===== src/hw/rtl/sexp_pkg.sv =====
// shared types, codes and byte classes for the s-expression tokenizer
package sexp_pkg;

  typedef enum logic [4:0] {
    MODE_IDLE  = 5'b00001,
    MODE_NUM   = 5'b00010,
    MODE_IDENT = 5'b00100,
    MODE_SIGN  = 5'b01000,
    MODE_HALT  = 5'b10000
  } mode_t;

  localparam logic [2:0] KIND_LPAREN  = 3'd0;
  localparam logic [2:0] KIND_RPAREN  = 3'd1;
  localparam logic [2:0] KIND_COMMA   = 3'd2;
  localparam logic [2:0] KIND_IDENT   = 3'd3;
  localparam logic [2:0] KIND_NUMBER  = 3'd4;
  localparam logic [2:0] KIND_EOF     = 3'd5;
  localparam logic [2:0] KIND_INVALID = 3'd6;
  localparam logic [2:0] KIND_BADSIGN = 3'd7;

  localparam int QDEPTH = 4;
  localparam int QPTR_W = $clog2(QDEPTH);
  localparam int QCNT_W = $clog2(QDEPTH + 1);

  typedef struct packed {
    logic [2:0] kind;
    logic [7:0] text_byte;
    logic       has_byte;
    logic       token_first;
    logic       token_end;
  } res_t;

  // one accepted byte's results: one, or two when two is set
  typedef struct packed {
    logic two;
    res_t r0;
    res_t r1;
  } entry_t;

  typedef struct packed {
    logic  emit;
    res_t  res;
    mode_t mode;
    logic  sign;
  } fresh_t;

  function automatic res_t mk_res(logic [2:0] kind, logic [7:0] b, logic has,
                                  logic first, logic last_tok);
    res_t r;
    r.kind        = kind;
    r.text_byte   = b;
    r.has_byte    = has;
    r.token_first = first;
    r.token_end   = last_tok;
    return r;
  endfunction

  function automatic logic is_digit(logic [7:0] c);
    return (c >= 8'h30) && (c <= 8'h39);
  endfunction

  function automatic logic is_initial(logic [7:0] c);
    logic r;
    r = ((c >= 8'h61) && (c <= 8'h7a)) || ((c >= 8'h41) && (c <= 8'h5a));
    case (c)
      8'h21, 8'h24, 8'h25, 8'h26, 8'h2a, 8'h2f, 8'h3a,
      8'h3c, 8'h3d, 8'h3e, 8'h3f, 8'h5e, 8'h5f, 8'h7e: r = 1'b1;
      default: ;
    endcase
    return r;
  endfunction

  function automatic logic is_subsequent(logic [7:0] c);
    return is_digit(c) || (c == 8'h2b) || (c == 8'h2d) || (c == 8'h2e) ||
           (c == 8'h40) || is_initial(c);
  endfunction

  function automatic logic is_delimiter(logic [7:0] c);
    return (c == 8'h20) || (c == 8'h09) || (c == 8'h0d) || (c == 8'h0a) ||
           (c == 8'h28) || (c == 8'h29) || (c == 8'h22) || (c == 8'h3b);
  endfunction

  // byte seen with no run open
  function automatic fresh_t fresh_byte(logic [7:0] c, logic sign_in);
    fresh_t f;
    f.emit = 1'b0;
    f.res  = mk_res(KIND_INVALID, 8'h00, 1'b0, 1'b1, 1'b1);
    f.mode = MODE_IDLE;
    f.sign = sign_in;
    case (c)
      8'h20, 8'h09, 8'h0d, 8'h0a: ;
      8'h2c: begin
        f.emit = 1'b1;
        f.res  = mk_res(KIND_COMMA, c, 1'b1, 1'b1, 1'b1);
      end
      8'h28: begin
        f.emit = 1'b1;
        f.res  = mk_res(KIND_LPAREN, c, 1'b1, 1'b1, 1'b1);
      end
      8'h29: begin
        f.emit = 1'b1;
        f.res  = mk_res(KIND_RPAREN, c, 1'b1, 1'b1, 1'b1);
      end
      8'h2b, 8'h2d: begin
        f.mode = MODE_SIGN;
        f.sign = (c == 8'h2d);
      end
      default: begin
        f.emit = 1'b1;
        if (is_digit(c)) begin
          f.mode = MODE_NUM;
          f.res  = mk_res(KIND_NUMBER, c, 1'b1, 1'b1, 1'b0);
        end else if (is_initial(c)) begin
          f.mode = MODE_IDENT;
          f.res  = mk_res(KIND_IDENT, c, 1'b1, 1'b1, 1'b0);
        end else begin
          f.mode = MODE_HALT;
        end
      end
    endcase
    return f;
  endfunction

endpackage


===== src/hw/rtl/sexp_front.sv =====
// front end: takes bytes, classifies them and tracks the lexer mode
module sexp_front (
  input  logic                clk,
  input  logic                rst_n,
  input  logic                in_valid,
  output logic                in_ready,
  input  logic [7:0]          in_input_byte,
  input  logic                in_end_of_input,
  input  logic                q_full,
  output logic                q_push,
  output sexp_pkg::entry_t    q_data
);
  import sexp_pkg::*;

  mode_t  mode_r, mode_nxt;
  logic   sign_r, sign_nxt;
  logic   emit;
  entry_t ent;
  fresh_t f;
  logic   acc;

  assign in_ready = !q_full;
  assign acc      = in_valid && in_ready;
  assign q_push   = acc && emit;
  assign q_data   = ent;

  always_comb begin
    mode_nxt = mode_r;
    sign_nxt = sign_r;
    emit     = 1'b0;
    ent.two  = 1'b0;
    ent.r0   = mk_res(KIND_EOF, 8'h00, 1'b0, 1'b1, 1'b1);
    ent.r1   = mk_res(KIND_EOF, 8'h00, 1'b0, 1'b1, 1'b1);
    f        = fresh_byte(in_input_byte, sign_r);
    case (mode_r)
      MODE_IDLE: begin
        if (in_end_of_input) begin
          emit = 1'b1;
        end else begin
          emit     = f.emit;
          ent.r0   = f.res;
          mode_nxt = f.mode;
          sign_nxt = f.sign;
        end
      end
      MODE_NUM, MODE_IDENT: begin
        emit   = 1'b1;
        // run close result
        ent.r0 = mk_res((mode_r == MODE_NUM) ? KIND_NUMBER : KIND_IDENT,
                        8'h00, 1'b0, 1'b0, 1'b1);
        if (in_end_of_input) begin
          ent.two  = 1'b1;
          mode_nxt = MODE_IDLE;
        end else if ((mode_r == MODE_NUM) ? is_digit(in_input_byte)
                                           : is_subsequent(in_input_byte)) begin
          ent.r0.text_byte = in_input_byte;
          ent.r0.has_byte  = 1'b1;
          ent.r0.token_end = 1'b0;
        end else begin
          ent.two  = f.emit;
          ent.r1   = f.res;
          mode_nxt = f.mode;
          sign_nxt = f.sign;
        end
      end
      MODE_SIGN: begin
        emit = 1'b1;
        if (in_end_of_input || !is_delimiter(in_input_byte)) begin
          ent.r0   = mk_res(KIND_BADSIGN, 8'h00, 1'b0, 1'b1, 1'b1);
          mode_nxt = MODE_HALT;
        end else begin
          ent.r0   = mk_res(KIND_IDENT, sign_r ? 8'h2d : 8'h2b, 1'b1, 1'b1, 1'b1);
          ent.two  = f.emit;
          ent.r1   = f.res;
          mode_nxt = f.mode;
          sign_nxt = f.sign;
        end
      end
      default: ;
    endcase
  end

  always_ff @(posedge clk) begin
    if (!rst_n) begin
      mode_r <= MODE_IDLE;
      sign_r <= 1'b0;
    end else if (acc) begin
      mode_r <= mode_nxt;
      sign_r <= sign_nxt;
    end
  end

endmodule


===== src/hw/rtl/sexp_queue.sv =====
// small fifo of result entries between front and back
module sexp_queue (
  input  logic                clk,
  input  logic                rst_n,
  input  logic                push,
  input  sexp_pkg::entry_t    push_data,
  output logic                full,
  output logic                pop_valid,
  input  logic                pop,
  output sexp_pkg::entry_t    pop_data
);
  import sexp_pkg::*;

  entry_t              mem_r [QDEPTH];
  logic [QPTR_W-1:0]   wr_r, wr_nxt, rd_r, rd_nxt;
  logic [QCNT_W-1:0]   cnt_r, cnt_nxt;
  logic                do_pop;

  assign full      = (cnt_r == QCNT_W'(QDEPTH));
  assign pop_valid = (cnt_r != '0);
  assign do_pop    = pop && pop_valid;
  assign pop_data  = mem_r[rd_r];

  always_comb begin
    wr_nxt  = push ? wr_r + 1'b1 : wr_r;
    rd_nxt  = do_pop ? rd_r + 1'b1 : rd_r;
    cnt_nxt = cnt_r + QCNT_W'(push) - QCNT_W'(do_pop);
  end

  always_ff @(posedge clk) begin
    if (!rst_n) begin
      wr_r  <= '0;
      rd_r  <= '0;
      cnt_r <= '0;
    end else begin
      wr_r  <= wr_nxt;
      rd_r  <= rd_nxt;
      cnt_r <= cnt_nxt;
    end
  end

  always_ff @(posedge clk) begin
    if (push) begin
      mem_r[wr_r] <= push_data;
    end
  end

endmodule


===== src/hw/rtl/sexp_back.sv =====
// back end: plays each entry out as one or two result words
module sexp_back (
  input  logic                clk,
  input  logic                rst_n,
  input  logic                q_valid,
  input  sexp_pkg::entry_t    q_data,
  output logic                q_pop,
  output logic                out_valid,
  input  logic                out_ready,
  output logic [2:0]          out_kind,
  output logic [7:0]          out_text_byte,
  output logic                out_has_byte,
  output logic                out_token_first,
  output logic                out_token_end,
  output logic                out_last_result
);
  import sexp_pkg::*;

  entry_t cur_r;
  logic   busy_r, busy_nxt;
  logic   idx_r, idx_nxt;
  logic   last;
  res_t   res;

  assign last  = !cur_r.two || idx_r;
  assign q_pop = q_valid && (!busy_r || (out_ready && last));
  assign res   = idx_r ? cur_r.r1 : cur_r.r0;

  assign out_valid       = busy_r;
  assign out_kind        = res.kind;
  assign out_text_byte   = res.text_byte;
  assign out_has_byte    = res.has_byte;
  assign out_token_first = res.token_first;
  assign out_token_end   = res.token_end;
  assign out_last_result = last;

  always_comb begin
    busy_nxt = busy_r;
    idx_nxt  = idx_r;
    if (q_pop) begin
      busy_nxt = 1'b1;
      idx_nxt  = 1'b0;
    end else if (busy_r && out_ready) begin
      if (last) begin
        busy_nxt = 1'b0;
        idx_nxt  = 1'b0;
      end else begin
        idx_nxt = 1'b1;
      end
    end
  end

  always_ff @(posedge clk) begin
    if (!rst_n) begin
      busy_r <= 1'b0;
      idx_r  <= 1'b0;
    end else begin
      busy_r <= busy_nxt;
      idx_r  <= idx_nxt;
    end
  end

  always_ff @(posedge clk) begin
    if (q_pop) begin
      cur_r <= q_data;
    end
  end

endmodule


===== src/hw/rtl/s_expression_tokenizer.sv =====
// top level of the s-expression tokenizer
//
//   channel  direction  handshake             payload
//   in_      input      in_valid / in_ready   input_byte, end_of_input
//   out_     output     out_valid / out_ready kind, text_byte, has_byte,
//                                             token_first, token_end, last_result
//
// one byte is accepted per cycle while the entry fifo has room; the front
// classifies it and updates the lexer mode in that same cycle.
// the back sends one result word per cycle while out_ready is high, so a
// byte that closes a run and starts another token gives two words; the
// fifo absorbs the difference. the fifo and then the back register each entry.
// synchronous active-low reset returns to idle with no sign held; after an
// error the block keeps taking bytes but gives no results until reset.
module s_expression_tokenizer (
  input  logic       clk,
  input  logic       rst_n,
  input  logic       in_valid,
  output logic       in_ready,
  input  logic [7:0] in_input_byte,
  input  logic       in_end_of_input,
  output logic       out_valid,
  input  logic       out_ready,
  output logic [2:0] out_kind,
  output logic [7:0] out_text_byte,
  output logic       out_has_byte,
  output logic       out_token_first,
  output logic       out_token_end,
  output logic       out_last_result
);
  import sexp_pkg::*;

  logic   q_full, q_push, q_valid, q_pop;
  entry_t q_wdata, q_rdata;

  sexp_front u_front (
    .clk             (clk),
    .rst_n           (rst_n),
    .in_valid        (in_valid),
    .in_ready        (in_ready),
    .in_input_byte   (in_input_byte),
    .in_end_of_input (in_end_of_input),
    .q_full          (q_full),
    .q_push          (q_push),
    .q_data          (q_wdata)
  );

  sexp_queue u_queue (
    .clk       (clk),
    .rst_n     (rst_n),
    .push      (q_push),
    .push_data (q_wdata),
    .full      (q_full),
    .pop_valid (q_valid),
    .pop       (q_pop),
    .pop_data  (q_rdata)
  );

  sexp_back u_back (
    .clk             (clk),
    .rst_n           (rst_n),
    .q_valid         (q_valid),
    .q_data          (q_rdata),
    .q_pop           (q_pop),
    .out_valid       (out_valid),
    .out_ready       (out_ready),
    .out_kind        (out_kind),
    .out_text_byte   (out_text_byte),
    .out_has_byte    (out_has_byte),
    .out_token_first (out_token_first),
    .out_token_end   (out_token_end),
    .out_last_result (out_last_result)
  );

endmodule

===== config.mk =====
export PLATFORM = sky130hd
export DESIGN_NAME = s_expression_tokenizer
export DESIGN_NICKNAME = d
export VERILOG_FILES = /design/src/hw/rtl/sexp_pkg.sv /design/src/hw/rtl/sexp_front.sv /design/src/hw/rtl/sexp_queue.sv /design/src/hw/rtl/sexp_back.sv /design/src/hw/rtl/s_expression_tokenizer.sv
export SDC_FILE = /design/constraint.sdc
export NUM_CORES = 1
export LEC_CHECK = 0
export ABC_AREA = 1
export ABC_CLOCK_PERIOD_IN_PS = 5150
export BUFFER_PORTS_ARGS = -buffer_cell sky130_fd_sc_hd__buf_2
export CORE_MARGIN = 2
export CORE_UTILIZATION = 25
export DETAILED_ROUTE_END_ITERATION = 8
export PLACE_DENSITY_LB_ADDON = 0.3
export RECOVER_POWER = 100
export SLEW_MARGIN = 20
export SYNTH_ARGS = -nofsm -noshare
export SYNTH_HDL_FRONTEND = slang
export SYNTH_HIERARCHICAL = 1
export SYNTH_SLANG_ARGS = --single-unit

===== constraint.sdc =====
create_clock -name clk -period 5.15 [get_ports clk]
set_input_delay 1.03 -clock clk [delete_from_list [all_inputs] [get_ports clk]]
set_output_delay 1.03 -clock clk [all_outputs]
set_load 0.05 [all_outputs]

=== After elaboration in Yosys (flattened, before gate mapping) ===
Memory sizes are Yosys's and may differ from the RTL's. A register that Yosys moved wholly into a read port is not among the register bits.
Cells that the tools add are included.

* Logic and storage cells: 147
* Input port bits: 13
* Output and inout bits: 17
* RAM bits: 116
* Memories: 1
* Register bits after elaboration: 15

{| class="wikitable"
|+ Memory list
! memory !! words !! bits a word !! read ports !! clocked after Yosys merged registers in !! write ports !! line !! text
|-
| u_queue.mem_r || 4 || 29 || 1 || 1 || 1 || sexp_queue.sv:14 || <nowiki>entry_t mem_r [QDEPTH];</nowiki>
|}

* $lt $le $gt $ge: 6
* Mux-type cells: 47
* Add/sub/neg operators: 4
* Bitwise operators: 1
* Eq/ne operators: 37
* Reductions and logical operators: 44

{| class="wikitable"
|+ Operators by type and width
! kind !! number
|-
| 8-bit by 6-bit == test with 1-bit output (second input constant) || 20
|-
| 14-bit two-way mux || 6
|-
| 15-bit case mux with 4 select lines || 1
|-
| 14-bit case mux with 3 select lines || 1
|-
| 8-bit by 7-bit == test with 1-bit output (second input constant) || 4
|-
| 14-bit case mux with 2 select lines || 1
|-
| 5-bit two-way mux || 5
|-
| 8-bit by 4-bit == test with 1-bit output (second input constant) || 3
|-
| 1-bit two-way mux || 22
|-
| 19-bit two-way mux || 1
|-
| 9-bit two-way mux || 2
|-
| 8-bit by 7-bit greater-or-equal comparator with 1-bit output (second input constant) || 2
|-
| 8-bit by 7-bit less-or-equal comparator with 1-bit output (second input constant) || 2
|-
| 1-bit logical OR || 16
|-
| 15-bit two-way mux || 1
|-
| 5-bit case mux with 3 select lines || 1
|-
| 14-bit OR reduction || 1
|-
| 5-bit case mux with 2 select lines || 1
|-
| 1-bit logical AND || 9
|-
| 9-bit OR reduction || 1
|-
| 8-bit by 6-bit greater-or-equal comparator with 1-bit output (second input constant) || 1
|-
| 8-bit by 6-bit less-or-equal comparator with 1-bit output (second input constant) || 1
|-
| 2-bit inequality test (second input constant) || 4
|-
| 7-bit OR reduction || 1
|-
| 22 further kinds || 32
|}

=== Longest topological paths before layout ===
* Depth in word-level cells: 14
* Mapped depth: 16
* Gate-level depth less buffers: 15

=== By module ===
The synthesis kept the hierarchy.

{| class="wikitable"
|+ By module, submodules not included
! module !! instances !! cells each !! area each (um2) !! seq. area each (um2)
|-
| sexp_queue || 1 || 342 || 5072.4 || 3663.5
|-
| sexp_front || 1 || 285 || 1430.1 || 120.1
|-
| sexp_back || 1 || 88 || 1147.4 || 910.9
|}

=== Worst setup path before layout ===
OpenSTA, ideal clock, no wires.

* Path type: input to register
* From: in out_ready
* To: reg u_queue.cnt_r[2]
* Setup time: 0.117 ns
* Cell stages on the path: 10
* Arrival time: 3.320 ns
* Data required time: 5.033 ns
* Buffers on the path: 0
* Setup slack: 1.713 ns
* Path through: nand2_2 a21oi_2 a21boi_1 ha_1 inv_1 ha_1 inv_1 fa_1 o21ai_1 nor2_1

* Word-level cells in the longest chain between the ends: 5

{| class="wikitable"
|+ RTL lines
! what !! line !! text
|-
| start: declaration || s_expression_tokenizer.sv:23 || <nowiki>input logic out_ready,</nowiki>
|-
| 1-bit logical AND || sexp_back.sv:26 || <nowiki>assign q_pop = q_valid && (!busy_r || (out_ready && last));</nowiki>
|-
| 1-bit logical OR || sexp_back.sv:26 ||
|-
| 1-bit logical AND || sexp_back.sv:26 ||
|-
| named net q_pop || s_expression_tokenizer.sv:33 || <nowiki>logic q_full, q_push, q_valid, q_pop;</nowiki>
|-
| 1-bit logical AND || sexp_queue.sv:21 || <nowiki>assign do_pop = pop && pop_valid;</nowiki>
|-
| named net u_queue.do_pop || sexp_queue.sv:17 || <nowiki>logic do_pop;</nowiki>
|-
| 3-bit by 1-bit subtractor with 3-bit output || sexp_queue.sv:27 || <nowiki>cnt_nxt = cnt_r + QCNT_W'(push) - QCNT_W'(do_pop);</nowiki>
|-
| end signal: assignment || sexp_queue.sv:38 || <nowiki>cnt_r <= cnt_nxt;</nowiki>
|-
| end: declaration || sexp_queue.sv:16 || <nowiki>logic [QCNT_W-1:0] cnt_r, cnt_nxt;</nowiki>
|}

The timed path passes the listed nets, and every way through them passes these cells.
A chain may end at the register's enable or synchronous reset.

=== Final worst setup path ===
* From: in in_input_byte[6]
* To: mem u_queue/mem_r[0][23] (netlist name) (enable)

* Word-level cells in the longest chain between the ends: 8
* Elaborated cells between the ends (all ways): 16
* Classes of those cells: 9 x eq/ne; 5 x mux; 2 x reduce/logical

{| class="wikitable"
|+ RTL lines
! what !! line !! text
|-
| start: declaration || s_expression_tokenizer.sv:20 || <nowiki>input logic [7:0] in_input_byte,</nowiki>
|-
| 8-bit by 4-bit == test with 1-bit output / 8-bit by 6-bit == test with 1-bit output (equally long branches) || sexp_pkg.sv:90 || <nowiki>case (c)</nowiki>
|-
| 6-bit OR reduction (no line) || n/a ||
|-
| 15-bit case mux with 4 select lines * || sexp_pkg.sv:90 ||
|-
| 1-bit two-way mux * || sexp_front.sv:37 || <nowiki>if (in_end_of_input) begin</nowiki>
|-
| 1-bit case mux with 2 select lines * || sexp_front.sv:35 || <nowiki>case (mode_r)</nowiki>
|-
| 1-bit logical AND * || sexp_front.sv:24 || <nowiki>assign q_push = acc && emit;</nowiki>
|-
| named net q_push || s_expression_tokenizer.sv:33 ||
|-
| 1-bit two-way mux * || sexp_queue.sv:43 || <nowiki>if (push) begin</nowiki>
|-
| 1-bit two-way mux (not written as such) * || sexp_queue.sv:44 || <nowiki>mem_r[wr_r] <= push_data;</nowiki>
|-
| end: declaration || sexp_queue.sv:14 ||
|}

Mark *: on every way through the listed nets, which the timed path passes. The rest lies on a longest branch.

==> results.ini <==
[status]
outcome=finished, final reports clean

[sta]
fin_worst_skew_ps=7.39
fmaxAchievable_mhz=253
layout_setup_ws_ps=1190
post-route-min-period_ps=3960
final_count_of_hold_timing_violations=0
worst_slew_margin_rel_pct=8.65
hold_ws_ps=500
timing_worst_slew_pin_value_ps=1370
crit_share_post_route_pct=76.9
setup_repair_after_global_routing_missed_its_margin=false
final.setup.tns_ps=0
timing.final.setup_violations=0
report.final.slew_viol_count=0

[synthesis]
synthTopCellsByArea=edfxtp_1 57%, nand2_1 6.7%, dfxtp_1 4.4%
syn-mean-instance-area_um2=10.7
synth_top_cell_area_share_pct=56.9
synthesis.yosys.warnings=6
yosysSeqAreaShare_pct=61.4
synthesis.area_mm2=0.00765
instance_count_of_the_mapped_netlist=715
synth-seq-cells=162
synth_area_leader_cell=edfxtp_1
netlist-cell-type-count=38

[critical_path]
worst-endpoint-required_ps=5190
crit_fanout=29
crit-reg2reg-capture=u_queue/cnt_r[2]$_SDFF_PN0_
critPathLaunchType=primary input
timing_worst_setup_path_type=in2reg
worst-r2r-setup-slack_ps=1320
timing.reg2reg.worst_path_depth=14
end_kind=flip-flop
critical_path_data_arrival_time_ps=4000
reg2reg_from=u_back/idx_r$_SDFFE_PP0P_

[cells_and_area]
synthToLayoutAreaGrowth_pct=13.3
filler_cell_count=3153
drive_gt1_share_pct=17.2
antenna-diode-count=0
finalNetCount=763
most_common_cell_after_layout_fill_and_taps_aside=edfxtp_1
layout.cells.most_common_list=145 x edfxtp_1, 142 x nand2_1, 88 x nor2_1

[global_route]
grt_antenna_before_repair=0
grt_pass1_vias=4933
global_route.usage.total_pct=11.2
grt_start_max_net_pins=59
grt_pass1_wl_um=27300
grt_overflow=0

[placed_design]
dp_slack_ps=1540
port_buffers=29
dp.final_hpwl_um=11500
place_congestion=0.838

[clock_network]
clock_sink_count=162
postCtsResizedCells=0
cts_buffers=17
clk-insertion-delay-late_ps=420
cts_hold_fix_bufs=0
clock_path_buffers=2
tritoncts=done
clock_tree.htree_level_count=4
clock-root-buffer=clkbuf_16
cts_setup_buffers=0
path_clk_slew_ps=60

[floorplan]
start_util_pct=25.2
fp.dieW_um=179
chipHeight_um=179
core_mm2=0.0303
std_cell_rows=64
die-area_mm2=0.0320
io_pins=30

[drt]
route.detailed.wl_per_inst_um=14.7
route.detailed.drc=0
viasPerCell=4.31
antenna_violating_nets_post_route=0
drt_pass1_iterations=5
wl_um=16900
dr_total_vias=4960
drt_iter0_drc=300

[power]
report.power.total_mw=5.04
power_per_cell_area_mw_per_mm2=582
ir_drop_mv=0.252
static-leakage-power_nw=3.19

[min_path]
holdCritPathClass=reg2reg
holdPathStages=2
worst_hold_path.endpoint=u_queue/rd_r[0]$_SDFFE_PN0P_
holdCritStartpoint=u_queue/rd_r[0]$_SDFFE_PN0P_

[run]
drv.max_cap_violation_count=0

power by group:
group	internal (mW)	switching [mW]	leakage (nW)
registers	1.92	0.0927	1.48
logic	0.403	1.32	1.42
clock network	0.812	0.501	0.285
total	3.13	1.91	3.19
cell usage after synthesis, drive strengths merged:
master,count
buf,28
nand3,40
inv,62
ha,6
clkbuf,2
or2,1
nand4,10
nor2,120
nor3,3
edfxtp,145
a21oi,15
a31o,1
a31oi,2
conb,2
o21bai,1
o22ai,29
dfxtp,17
fa,1
o21ai,75
nand2,150
a21boi,4
o211ai,1
stage by stage:
stage / instance area (µm²) / instances / utilization, %
3_3_place_gp: 8160 / 1120 / 26.9
3_5_place_dp: 8160 / 1120 / 26.9
2_1_floorplan: 7650 / 716 / -
5_1_grt: 8670 / 1152 / 28.6
4_1_cts: 8780 / 1152 / 28.9
6_report: 8670 / 1152 / 28.6
worst max-delay path, cell delays in order:
cell and delay (ps):
clkbuf_1 190, nor2_1 150, nand2_1 210, inv_1 120, o21ai_0 160, clkinv_1 190
nor2_1 550, clkinv_1 190, a31o_1 210, inv_1 150, nand2_1 70, inv_1 50
clkbuf_2 700
registers in the layout (all words and copies together), names as in the netlist, named ones only:
| signal | flops |
|---|---|
| u_back/cur_r | 29 |
| u_back/idx_r | 1 |
| u_back/out_valid | 1 |
| u_front/mode_r | 5 |
| u_front/sign_r | 1 |
| u_queue/cnt_r | 3 |
| u_queue/mem_r | 116 |
| u_queue/rd_r | 2 |
| u_queue/wr_r | 2 |
layout make-up:
| type | instances | area [µm²] | area share, % |
|---|---|---|---|
| Tap cell | 396 | 495 | 5.72 |
| Timing Repair Buffer | 38 | 175 | 2.02 |
| Sequential cell | 162 | 4700 | 54.2 |
| Multi-Input combinational cell | 462 | 2450 | 28.3 |
| Clock buffer | 19 | 433 | 4.99 |
| Clock inverter | 13 | 184 | 2.12 |
| Inverter | 62 | 233 | 2.68 |
how the worst max path moves through the flow:
stage,endpoint,start
final,u_queue/mem_r[0][23]$_DFFE_PP_,in_input_byte[6]
after CTS,u_queue/mem_r[2][20]$_DFFE_PP_,u_front/mode_r[2]$_SDFFE_PN0P_
after global placement,u_queue/mem_r[2][21]$_DFFE_PP_,in_input_byte[1]
after detailed placement,u_queue/mem_r[2][24]$_DFFE_PP_,in_input_byte[1]
after global routing,u_queue/mem_r[3][20]$_DFFE_PP_,in_input_byte[6]
after floorplan,u_queue/cnt_r[2]$_SDFF_PN0_,out_ready
kinds of logic after synthesis:
kind of cell    synth area share (%)
fa+ha+maj                       1.24
simple gates                    20.6
compound gates                  10.9
buf+inv                         5.74
flops                           61.4
other cells                   0.0982
metal layers:
metal | part of all wire (%) | global-route usage [%] | vias to the layer above
met2 | 46 | 18.2 | 96
li1 | - | - | 2500
met5 | 0 | 0 | -
met1 | 48 | 14.9 | 2332
met4 | 2.2 | 3.93 | 0
met3 | 3.2 | 1.95 | 32
Note: power is estimated with default switching activity, not from simulation.
